===== config.mk =====
export PLATFORM = sky130hd
export DESIGN_NAME = sequence_track_event_parser_flat
export DESIGN_NICKNAME = d
export VERILOG_FILES = /design/src/rtl/core/step_pkg.sv /design/src/rtl/core/step_ifs.sv /design/src/rtl/core/sequence_track_event_parser.sv /design/src/flat_wrapper.sv
export SDC_FILE = /design/constraint.sdc
export NUM_CORES = 1
export LEC_CHECK = 0
export CAP_MARGIN = 15
export CORE_ASPECT_RATIO = 1.2
export CORE_MARGIN = 2
export CORE_UTILIZATION = 55
export DETAILED_ROUTE_END_ITERATION = 10
export DONT_BUFFER_PORTS = 1
export GPL_TIMING_DRIVEN = 0
export PLACE_DENSITY = 0.7
export SLEW_MARGIN = 20
export SYNTH_ARGS = -nofsm -noshare
export SYNTH_HDL_FRONTEND = slang
export SYNTH_SLANG_ARGS = --single-unit

===== constraint.sdc =====
create_clock -name clk -period 4.2 [get_ports clk]
set_input_delay 0.21 -clock clk [delete_from_list [all_inputs] [get_ports clk]]
set_output_delay 0.21 -clock clk [all_outputs]
set_load 0.01 [all_outputs]

===== src/rtl/core/step_pkg.sv =====
// Types and constants for the sequence track event parser.
// No dependencies.
package step_pkg;

  typedef enum logic [6:0] {
    PH_IDLE     = 7'b0000001,
    PH_ONE      = 7'b0000010,
    PH_TWO_A    = 7'b0000100,
    PH_TWO_B    = 7'b0001000,
    PH_DELAY    = 7'b0010000,
    PH_TEMPO_LO = 7'b0100000,
    PH_TEMPO_HI = 7'b1000000
  } phase_t;

  typedef enum logic [1:0] {
    EV_CHANNEL = 2'd0,
    EV_END     = 2'd1,
    EV_TEMPO   = 2'd2
  } event_kind_t;

  localparam logic [7:0] CMD_DELAY    = 8'hF0;
  localparam logic [7:0] CMD_END      = 8'hF1;
  localparam logic [7:0] CMD_TEMPO    = 8'hF2;
  localparam logic [7:0] META_STATUS  = 8'hFF;
  localparam logic [7:0] META_END     = 8'h2F;
  localparam logic [7:0] META_TEMPO   = 8'h51;
  localparam logic [7:0] TEMPO_LEN    = 8'h03;
  localparam logic [7:0] NOTE_OFF_VEL = 8'h40;
  localparam logic [7:0] BEND_BIAS    = 8'h40;

  localparam logic [3:0] NIB_NOTE_OFF  = 4'h8;
  localparam logic [3:0] NIB_NOTE_ON   = 4'h9;
  localparam logic [3:0] NIB_POLY_PRES = 4'hA;
  localparam logic [3:0] NIB_CONTROL   = 4'hB;
  localparam logic [3:0] NIB_PROGRAM   = 4'hC;
  localparam logic [3:0] NIB_CHAN_PRES = 4'hD;
  localparam logic [3:0] NIB_BEND      = 4'hE;
  localparam logic [3:0] NIB_SYSTEM    = 4'hF;

  localparam int TEMPO_SHIFT = 11;  // times 2048

  typedef struct packed {
    event_kind_t event_kind;
    logic [31:0] event_tick;
    logic [7:0]  status_byte;
    logic [7:0]  first_data;
    logic [7:0]  second_data;
    logic [23:0] tempo_value;
  } result_t;

endpackage


===== src/rtl/core/step_ifs.sv =====
// Valid/ready channel interfaces for track bytes in and MIDI events out.
// Depends on step_pkg.
interface step_in_if;
  logic       valid;
  logic       ready;
  logic [7:0] data_byte;
  logic       track_start;

  modport source (output valid, output data_byte, output track_start, input ready);
  modport sink   (input valid, input data_byte, input track_start, output ready);
endinterface

interface step_out_if;
  import step_pkg::*;
  logic        valid;
  logic        ready;
  event_kind_t event_kind;
  logic [31:0] event_tick;
  logic [7:0]  status_byte;
  logic [7:0]  first_data;
  logic [7:0]  second_data;
  logic [23:0] tempo_value;

  modport source (output valid, output event_kind, output event_tick, output status_byte,
                  output first_data, output second_data, output tempo_value, input ready);
  modport sink   (input valid, input event_kind, input event_tick, input status_byte,
                  input first_data, input second_data, input tempo_value, output ready);
endinterface


===== src/rtl/core/sequence_track_event_parser.sv =====
// Sequence track event parser: takes one track body byte per word and emits timed MIDI
// events (channel, end of track, tempo). Depends on step_pkg and step_ifs. A byte is taken
// every cycle unless stalled; each byte is decoded against the parser state and any event
// it completes appears on the output in the cycle after acceptance, held in a single output
// register. The input stalls only while that register holds an event not taken.
module sequence_track_event_parser (
  input logic        clk,
  input logic        rst,
  step_in_if.sink    in_ch,
  step_out_if.source out_ch
);
  import step_pkg::*;

  phase_t      phase;
  phase_t      phase_next;
  logic [7:0]  pending_command;
  logic [7:0]  pending_command_next;
  logic [7:0]  first_param;
  logic [7:0]  first_param_next;
  logic [31:0] tick_count;
  logic [31:0] tick_count_next;
  logic        track_ended;
  logic        track_ended_next;

  logic        out_valid;
  result_t     result;
  result_t     result_next;
  logic        emit;

  logic        accept;
  logic [31:0] tick_cur;
  logic        ended_cur;
  phase_t      phase_cur;
  logic [7:0]  b;
  logic [3:0]  cmd_nib;
  logic [3:0]  byte_nib;

  assign in_ch.ready = !out_valid || out_ch.ready;
  assign accept      = in_ch.valid && in_ch.ready;
  assign b           = in_ch.data_byte;
  assign cmd_nib     = pending_command[7:4];
  assign byte_nib    = b[7:4];

  always_comb begin
    // track start clears tick, phase and end flag before the byte is decoded
    tick_cur  = in_ch.track_start ? '0 : tick_count;
    ended_cur = in_ch.track_start ? 1'b0 : track_ended;
    phase_cur = in_ch.track_start ? PH_IDLE : phase;

    phase_next           = phase_cur;
    pending_command_next = pending_command;
    first_param_next     = first_param;
    tick_count_next      = tick_cur;
    track_ended_next     = ended_cur;
    emit                 = 1'b0;

    result_next.event_kind  = EV_CHANNEL;
    result_next.event_tick  = tick_cur;
    result_next.status_byte = pending_command;
    result_next.first_data  = b;
    result_next.second_data = '0;
    result_next.tempo_value = '0;

    if (!ended_cur) begin
      unique case (phase_cur)
        PH_ONE: begin
          phase_next = PH_IDLE;
          emit       = 1'b1;
          if (cmd_nib == NIB_NOTE_OFF) begin
            result_next.second_data = NOTE_OFF_VEL;
          end else if (cmd_nib == NIB_BEND) begin
            result_next.first_data  = '0;
            result_next.second_data = b - BEND_BIAS;
          end
        end
        PH_TWO_A: begin
          first_param_next = b;
          phase_next       = PH_TWO_B;
        end
        PH_TWO_B: begin
          phase_next              = PH_IDLE;
          emit                    = 1'b1;
          result_next.first_data  = first_param;
          result_next.second_data = b;
        end
        PH_DELAY: begin
          tick_count_next = tick_cur + {24'd0, b};
          phase_next      = PH_IDLE;
        end
        PH_TEMPO_LO: begin
          first_param_next = b;
          phase_next       = PH_TEMPO_HI;
        end
        PH_TEMPO_HI: begin
          phase_next              = PH_IDLE;
          emit                    = 1'b1;
          result_next.event_kind  = EV_TEMPO;
          result_next.status_byte = META_STATUS;
          result_next.first_data  = META_TEMPO;
          result_next.second_data = TEMPO_LEN;
          // low 24 bits of the 16-bit tempo shifted up by eleven
          result_next.tempo_value = {b[4:0], first_param, {TEMPO_SHIFT{1'b0}}};
        end
        default: begin
          // idle: decode a command byte
          pending_command_next = b;
          phase_next           = PH_IDLE;
          unique case (byte_nib)
            NIB_NOTE_OFF, NIB_PROGRAM, NIB_CHAN_PRES, NIB_BEND: phase_next = PH_ONE;
            NIB_NOTE_ON, NIB_POLY_PRES, NIB_CONTROL:            phase_next = PH_TWO_A;
            NIB_SYSTEM: begin
              priority if (b == CMD_DELAY) begin
                phase_next = PH_DELAY;
              end else if (b == CMD_END) begin
                emit                    = 1'b1;
                track_ended_next        = 1'b1;
                result_next.event_kind  = EV_END;
                result_next.status_byte = META_STATUS;
                result_next.first_data  = META_END;
              end else if (b == CMD_TEMPO) begin
                phase_next = PH_TEMPO_LO;
              end else begin
                // unknown system command: skip
                phase_next = PH_IDLE;
              end
            end
            default: phase_next = PH_IDLE;  // data byte as command: skip
          endcase
        end
      endcase
    end
  end

  always_ff @(posedge clk) begin
    if (rst) begin
      phase           <= PH_IDLE;
      pending_command <= '0;
      first_param     <= '0;
      tick_count      <= '0;
      track_ended     <= 1'b0;
      out_valid       <= 1'b0;
    end else begin
      if (accept) begin
        phase           <= phase_next;
        pending_command <= pending_command_next;
        first_param     <= first_param_next;
        tick_count      <= tick_count_next;
        track_ended     <= track_ended_next;
        out_valid       <= emit;
      end else if (out_ch.ready) begin
        out_valid <= 1'b0;
      end
    end
  end

  // hold the event until taken; a new one loads only on an accepted word
  always_ff @(posedge clk) begin
    if (accept && emit) begin
      result <= result_next;
    end
  end

  assign out_ch.valid       = out_valid;
  assign out_ch.event_kind  = result.event_kind;
  assign out_ch.event_tick  = result.event_tick;
  assign out_ch.status_byte = result.status_byte;
  assign out_ch.first_data  = result.first_data;
  assign out_ch.second_data = result.second_data;
  assign out_ch.tempo_value = result.tempo_value;

endmodule


===== src/flat_wrapper.sv =====
// flat-port wrapper written by rule: the top's interface ports become plain ports
module sequence_track_event_parser_flat import step_pkg::*;
  (clk, rst, in_ch_valid, in_ch_data_byte, in_ch_track_start, in_ch_ready, out_ch_valid, out_ch_event_kind, out_ch_event_tick, out_ch_status_byte, out_ch_first_data, out_ch_second_data, out_ch_tempo_value, out_ch_ready);
  step_in_if in_ch_i ();
  step_out_if out_ch_i ();
  input logic clk;
  input logic rst;
  input wire logic [$bits(in_ch_i.valid)-1:0] in_ch_valid;
  input wire logic [$bits(in_ch_i.data_byte)-1:0] in_ch_data_byte;
  input wire logic [$bits(in_ch_i.track_start)-1:0] in_ch_track_start;
  output wire logic [$bits(in_ch_i.ready)-1:0] in_ch_ready;
  output wire logic [$bits(out_ch_i.valid)-1:0] out_ch_valid;
  output wire logic [$bits(out_ch_i.event_kind)-1:0] out_ch_event_kind;
  output wire logic [$bits(out_ch_i.event_tick)-1:0] out_ch_event_tick;
  output wire logic [$bits(out_ch_i.status_byte)-1:0] out_ch_status_byte;
  output wire logic [$bits(out_ch_i.first_data)-1:0] out_ch_first_data;
  output wire logic [$bits(out_ch_i.second_data)-1:0] out_ch_second_data;
  output wire logic [$bits(out_ch_i.tempo_value)-1:0] out_ch_tempo_value;
  input wire logic [$bits(out_ch_i.ready)-1:0] out_ch_ready;
  assign in_ch_i.valid = in_ch_valid;
  assign in_ch_i.data_byte = in_ch_data_byte;
  assign in_ch_i.track_start = in_ch_track_start;
  assign in_ch_ready = in_ch_i.ready;
  assign out_ch_valid = out_ch_i.valid;
  assign out_ch_event_kind = out_ch_i.event_kind;
  assign out_ch_event_tick = out_ch_i.event_tick;
  assign out_ch_status_byte = out_ch_i.status_byte;
  assign out_ch_first_data = out_ch_i.first_data;
  assign out_ch_second_data = out_ch_i.second_data;
  assign out_ch_tempo_value = out_ch_i.tempo_value;
  assign out_ch_i.ready = out_ch_ready;
  sequence_track_event_parser u_core (.clk(clk), .rst(rst), .in_ch(in_ch_i), .out_ch(out_ch_i));
endmodule

After elaboration in Yosys (flattened, before gate mapping):

Index checks and enable logic that the tools add are counted.
Widths: inputs -> output; s select.

* bits in registers: 139
* input port bits: 13
* output and inout bits: 84
* logic and storage cells: 88

* add/sub/neg operators: 2
* equality and inequality tests: 19
* muxes and demuxes: 35
* bitwise operators: 3
* reduce and logical (&&, ||, !) cells: 16

Operator list (count)
* $mux 32: 3
* $mux 16: 4
* $mux 48: 1
* $pmux 7 s3: 2
* $eq 4x4->1 const B: 10
* $add 32x8->32: 1
* $pmux 8 s4: 1
* $eq 8x8->1 const B: 3
* $mux 24: 1
* $pmux 8 s3: 1
* $mux 7: 3
* $mux 8: 2
* $pmux 8 s2: 1
* $mux 6: 2
* $mux 1: 10
* $reduce_or 3->1: 3
* $reduce_or 4->1: 2
* $sub 8x7->8 const B: 1
* $eq 7x2->1 const B: 1
* $eq 7x3->1 const B: 1
* $eq 7x4->1 const B: 1
* $eq 7x5->1 const B: 1
* $eq 7x6->1 const B: 1
* $eq 7x7->1 const B: 1
* 12 further kinds: 18

Longest topological paths before layout:

* depth after elaboration: 7
* depth in mapped cells: 12
* depth with buffers taken out: 8

Least setup slack after synthesis:

OpenSTA, ideal clock, no wires.

* kind: reg-to-reg
* start: register u_core.phase[4]
* end: register u_core.result (netlist bit u_core.out_ch.event_kind[0]), enable pin
* arrival time: 3.291 ns
* required time: 3.763 ns
* setup slack: 0.472 ns
* stages on the path, launching flop included: 7
* buffers on the path: 2
* clock period less this slack: 3.728 ns
* cell sequence: dfxtp_1 > or4_1 > clkbuf_1 > or3_1 > clkbuf_1 > o21ai_0 > and2_1

* cells in the longest elaborated chain, start to end: 6
* elaborated cells on any way between the ends: 12

RTL lines
* start: declaration: line sequence_track_event_parser.sv:14 `phase_t phase;`
* start signal: assignment: line sequence_track_event_parser.sv:144 `phase <= phase_next;`
* $mux 7 (*): line sequence_track_event_parser.sv:48 `phase_cur = in_ch.track_start ? PH_IDLE : phase;`
* $eq 7x2->1 (tied with other cells): line sequence_track_event_parser.sv:65 `unique case (phase_cur)`
* $reduce_or 3->1 (no source line)
* $pmux 1 s2 (*): line sequence_track_event_parser.sv:65
* $mux 1 (*): line sequence_track_event_parser.sv:64 `if (!ended_cur) begin`
* $logic_and 1x1->1 (*): line sequence_track_event_parser.sv:158 `if (accept && emit) begin`
* end signal: assignment: line sequence_track_event_parser.sv:159 `result <= result_next;`
* end: declaration: line sequence_track_event_parser.sv:26 `result_t result;`

Every way passes the cells marked *; elsewhere a longest branch is shown, timed or not.
A chain may end at the register's enable or synchronous reset.

==> run_results.csv <==
group,metric,value,unit
yosys,yosysSeqAreaShare,52.2,%
sta,finalSetupViolCount,0,
cts,ctsRootBufferMaster,"clkbuf_16",
outcome,status,"finished, final reports clean",
power_and_ir_drop,power.share.clock,48.8,%
floorplanning,core-area,0.0111,mm2
layout,nets,666,
worst_setup_path,ff2ff_setup_slack,1.28,ns
worst_setup_path,crit_type,"in -> reg",
power_and_ir_drop,seqPwrFrac,46.7,%
yosys,synth_edf_count,71,
flow_run,cap_violations,0,
worst_setup_path,crit_arrival,3.92,ns
yosys,yosys.cell_types.count,67,
worst_setup_path,slowest_delay,0.49,ns
sta,hold_viol_final,0,
cts,cts_inserted_buffers,17,
worst_setup_path,start_kind,"primary input",
grt,grt_usage,27.1,%
layout,fin_util,64.6,%
grt,grt_pass1_vias,4702,
cts,cts_resized,0,
detailed_routing,dr.pass1.iters,5,
detailed_routing,drtIter0Drc,265,
layout,fillers,916,
cts,cts_tree,"done",
detailed_routing,routed_wl,16000,um
floorplanning,die_h,121,um
floorplanning,die-area,0.0123,mm2
layout,antenna-diode-count,0,
sta,fmax,277,MHz
sta,finalCriticalPeriod,3.62,ns
worst_setup_path,crit_slowest_cell,"clkbuf_1",
power_and_ir_drop,p_switching,0.000666,W
worst_setup_path,r2r_cells,7,
yosys,ys.flop_type,"edfxtp_1",
grt,grt_pass1_wl,25200,um
worst_setup_path,path_max_fanout,10,
worst_hold_path,holdPathEnd,"u_core.out_ch.first_data[7]",
cts,clk_path_buf_depth,2,
floorplanning,die_x,101,um
worst_setup_path,worstSetupStartpoint,"in_ch_track_start",
cts,clk_latency,0.42,ns
place,place_hpwl,10900,um
worst_setup_path,worstPathRequired,4.50,ns
detailed_routing,viasPerCell,6.08,
cts,path_clk_slew,0.06,ns
power_and_ir_drop,p_int,0.00219,W
worst_hold_path,hold_start,"in_ch_data_byte[7]",
cts,h-tree-depth,4,
yosys,synth-async-reset-ratio,0,%
sta,worst_pin_slew,1.06,ns
worst_setup_path,crit_top_cell,"clkbuf_1",
sta,finalCritPeriodShare,86.1,%
yosys,syn_avg_cell_area,10.4,um2
worst_setup_path,crit_chain,"clkbuf_1 > clkbuf_1 > clkbuf_1 > nor2b_1 > ha_1 > fa_1 > a211oi_1 > o211ai_1 > nand2_1 > nor3_1 > mux2_1",
place,gp_congestion,0.932,
yosys,yosysWarnings,0,
place,io_buffers,0,
worst_setup_path,r2r_end,"u_core.out_ch.status_byte[0]",
yosys,ys_seq_elements,128,
power_and_ir_drop,leakage,2.61,nW
worst_setup_path,rr_startpoint,"u_core.phase[4]",
floorplanning,io_pins,97,
yosys,synthCells,604,
layout,syn2layout_area_growth,14.2,%
cts,cts_sinks,128,
worst_hold_path,hp-class,"in -> reg",
detailed_routing,postRouteAntennaNets,0,
detailed_routing,vias,4917,
layout,layout.cells.non_filler,809,
detailed_routing,drc,0,
place,place_inst,769,
power_and_ir_drop,irDropWorstVdd,0.292,mV
layout,drive_gt1_share,9.92,%
grt,antenna_found_initial,0,
power_and_ir_drop,switching_share,23.3,%
sta,drv_slew,0,
floorplanning,start_util,56.5,%
grt,grt_max_degree,50,
sta,fin_skew,0.00789,ns
power_and_ir_drop,powerDensity,398,mW/mm2
worst_setup_path,setup.worst_path.end_class,"register",
sta,rsz0062_at_grt,"no",
sta,slew_headroom,28.7,%
floorplanning,num_rows,42,
power_and_ir_drop,combPwrFrac,4.5,%
grt,gr-total-overflow,0,
yosys,syn-cell-area,0.00627,mm2
worst_hold_path,whs_path_depth,1,
detailed_routing,wl_per_cell,19.8,um
==> power by group through the flow <==
| stage | clock network [W] | registers [W] | logic, W |
|---|---|---|---|
| after global routing | 0.00147 | 0.00133 | 0.000142 |
| after CTS | 0.00140 | 0.00133 | 0.000129 |
| after detailed placement | 0 | 0.00136 | 0.000118 |
| final | 0.00139 | 0.00133 | 0.000130 |
| after global placement | 0 | 0.00136 | 0.000115 |
| after floorplan | 0 | 0.00136 | 0.0000893 |
==> worst max-delay path, delay by kind of cell <==
family                   cells  cell delay, ns
multiplexers                 1            0.32
AO/OA/AOI/OAI                2            0.67
AND/OR/NAND/NOR              3            0.68
buffers and inverters        3            1.35
adder cells (fa/ha/maj)      2            0.69
==> synth_stat cells, types with 3 or more instances <==
cell type  number  area share, %
xor2_1          5           0.70
mux2i_1        22            3.5
clkbuf_1       30            1.8
dfxtp_1        57             18
buf_4          11            1.3
nor2b_1        35            3.5
a22o_1          3           0.42
or3_1          11            1.1
xnor2_1         4           0.56
or4b_1          4           0.64
or4_1           6           0.72
and3_1         23            2.3
a2111o_1        4           0.72
o21ai_0         6           0.48
a21o_1          6           0.72
a22oi_1         6           0.72
nor4_1          3           0.30
nand2b_1        4           0.40
nand2_1        50            3.0
nand4_1         9           0.90
nor3_1         11           0.88
nor2_1         53            3.2
o31ai_1         5           0.60
nand3_1        21            1.7
edfxtp_1       71             34
inv_1          13           0.78
nand4b_1        9            1.3
o211ai_1        8           0.96
a21oi_1        28            2.2
or2_2          11            1.1
a211oi_1        5           0.60
o2111ai_1       7           0.98
nand3b_1        5           0.60
a31oi_1         6           0.60
ha_1           10            2.0
mux2_1          4           0.72
==> per-layer routing <==
layer	wire length (um)	GRT usage, %	up-vias
met4	659	13.2	0
met2	8040	45.0	203
met5	0	0	-
met3	836	5.59	44
met1	6480	33.3	2361
li1	-	-	2309
==> repair_timing <==
item	4_1_cts	5_1_grt
hold buffers	8	0
setup buffers	0	0
endpoints found under the hold margin	16	0
==> cell type report <==
type	count	area, um2	area share [%]
sequential	128	3270	45.7
multi-input combinational	429	2770	38.7
clock buffer	17	425	5.94
buffer	43	211	2.95
tap	154	193	2.69
clock inverter	15	135	1.89
timing repair buffer	9	100	1.40
inverter	14	52.6	0.734
==> stage by stage <==
| stage | hold WS (ns) | area, um2 | setup slack (ns) | total power, W | setup TNS [ns] |
|---|---|---|---|---|---|
| global placement | 0.357 | 6500 | -0.291 | 0.00147 | -20.26 |
| global route | 0.00387 | 7160 | 0.356 | 0.00294 | 0 |
| detailed placement | 0.370 | 6520 | 0.210 | 0.00148 | 0 |
| CTS | 0.00305 | 7160 | 0.596 | 0.00286 | 0 |
| floorplan | 0.354 | 6310 | 0.472 | 0.00145 | 0 |
| finish | 0.00876 | 7160 | 0.584 | 0.00285 | 0 |
==> registers in the layout (all words and copies together) (netlist names), 2 cells and up <==
signal,count
u_core.phase,7
u_core.out_ch.event_tick,32
u_core.first_param,8
u_core.out_ch.second_data,8
u_core.out_ch.tempo_value,13
u_core.out_ch.status_byte,8
u_core.out_ch.event_kind,2
u_core.out_ch.first_data,8
u_core.tick_count,32
u_core.pending_command,8
==> worst max-delay path by stage <==
| stage | endpoint | slack, ns | cells past startpoint |
|---|---|---|---|
| 4_1_cts | u_core.tick_count[18] | 0.60 | 11 |
| 6_report | u_core.tick_count[18] | 0.58 | 11 |
| 3_5_place_dp | u_core.tick_count[18] | 0.21 | 11 |
| 5_1_grt | u_core.tick_count[20] | 0.36 | 11 |
| 3_3_place_gp | u_core.out_ch.status_byte[2] | -0.29 | 6 |
| 2_1_floorplan | u_core.out_ch.event_kind[0] | 0.47 | 6 |
==> cells in the final DEF (no fill, tap or decap), types with 5 or more instances in the layout <==
master | Yosys | routed
clkbuf_16 | 0 | 17
a211oi_1 | 5 | 5
nand3b_1 | 5 | 5
or2_2 | 11 | 11
edfxtp_1 | 71 | 71
a21oi_1 | 28 | 28
a22oi_1 | 6 | 6
nor2b_1 | 35 | 35
o2111ai_1 | 7 | 7
a21o_1 | 6 | 6
buf_4 | 11 | 11
nor3_1 | 11 | 11
ha_1 | 10 | 10
nor2_1 | 53 | 53
nand4b_1 | 9 | 9
dlygate4sd3_1 | 0 | 8
xor2_1 | 5 | 5
mux2i_1 | 22 | 22
a31oi_1 | 6 | 6
and3_1 | 23 | 23
nand3_1 | 21 | 21
nand4_1 | 9 | 9
inv_1 | 13 | 13
or3_1 | 11 | 11
dfxtp_1 | 57 | 57
o21ai_0 | 6 | 6
o211ai_1 | 8 | 8
conb_1 | 1 | 11
o31ai_1 | 5 | 5
nand2_1 | 50 | 50
or4_1 | 6 | 6
clkbuf_1 | 30 | 30
==> cells by family after synthesis <==
family	Yosys count	synth area share (%)
other	1	0.0598
buffers and inverters	57	4.21
and+or+nand+nor	271	24.3
adders and majority gates	11	2.31
DFF	128	52.2
AOI/OAI and AO/OA	101	11.5
xor gates and xnor gates	9	1.26
muxes	26	4.23
(Power assumes the default switching activity.)
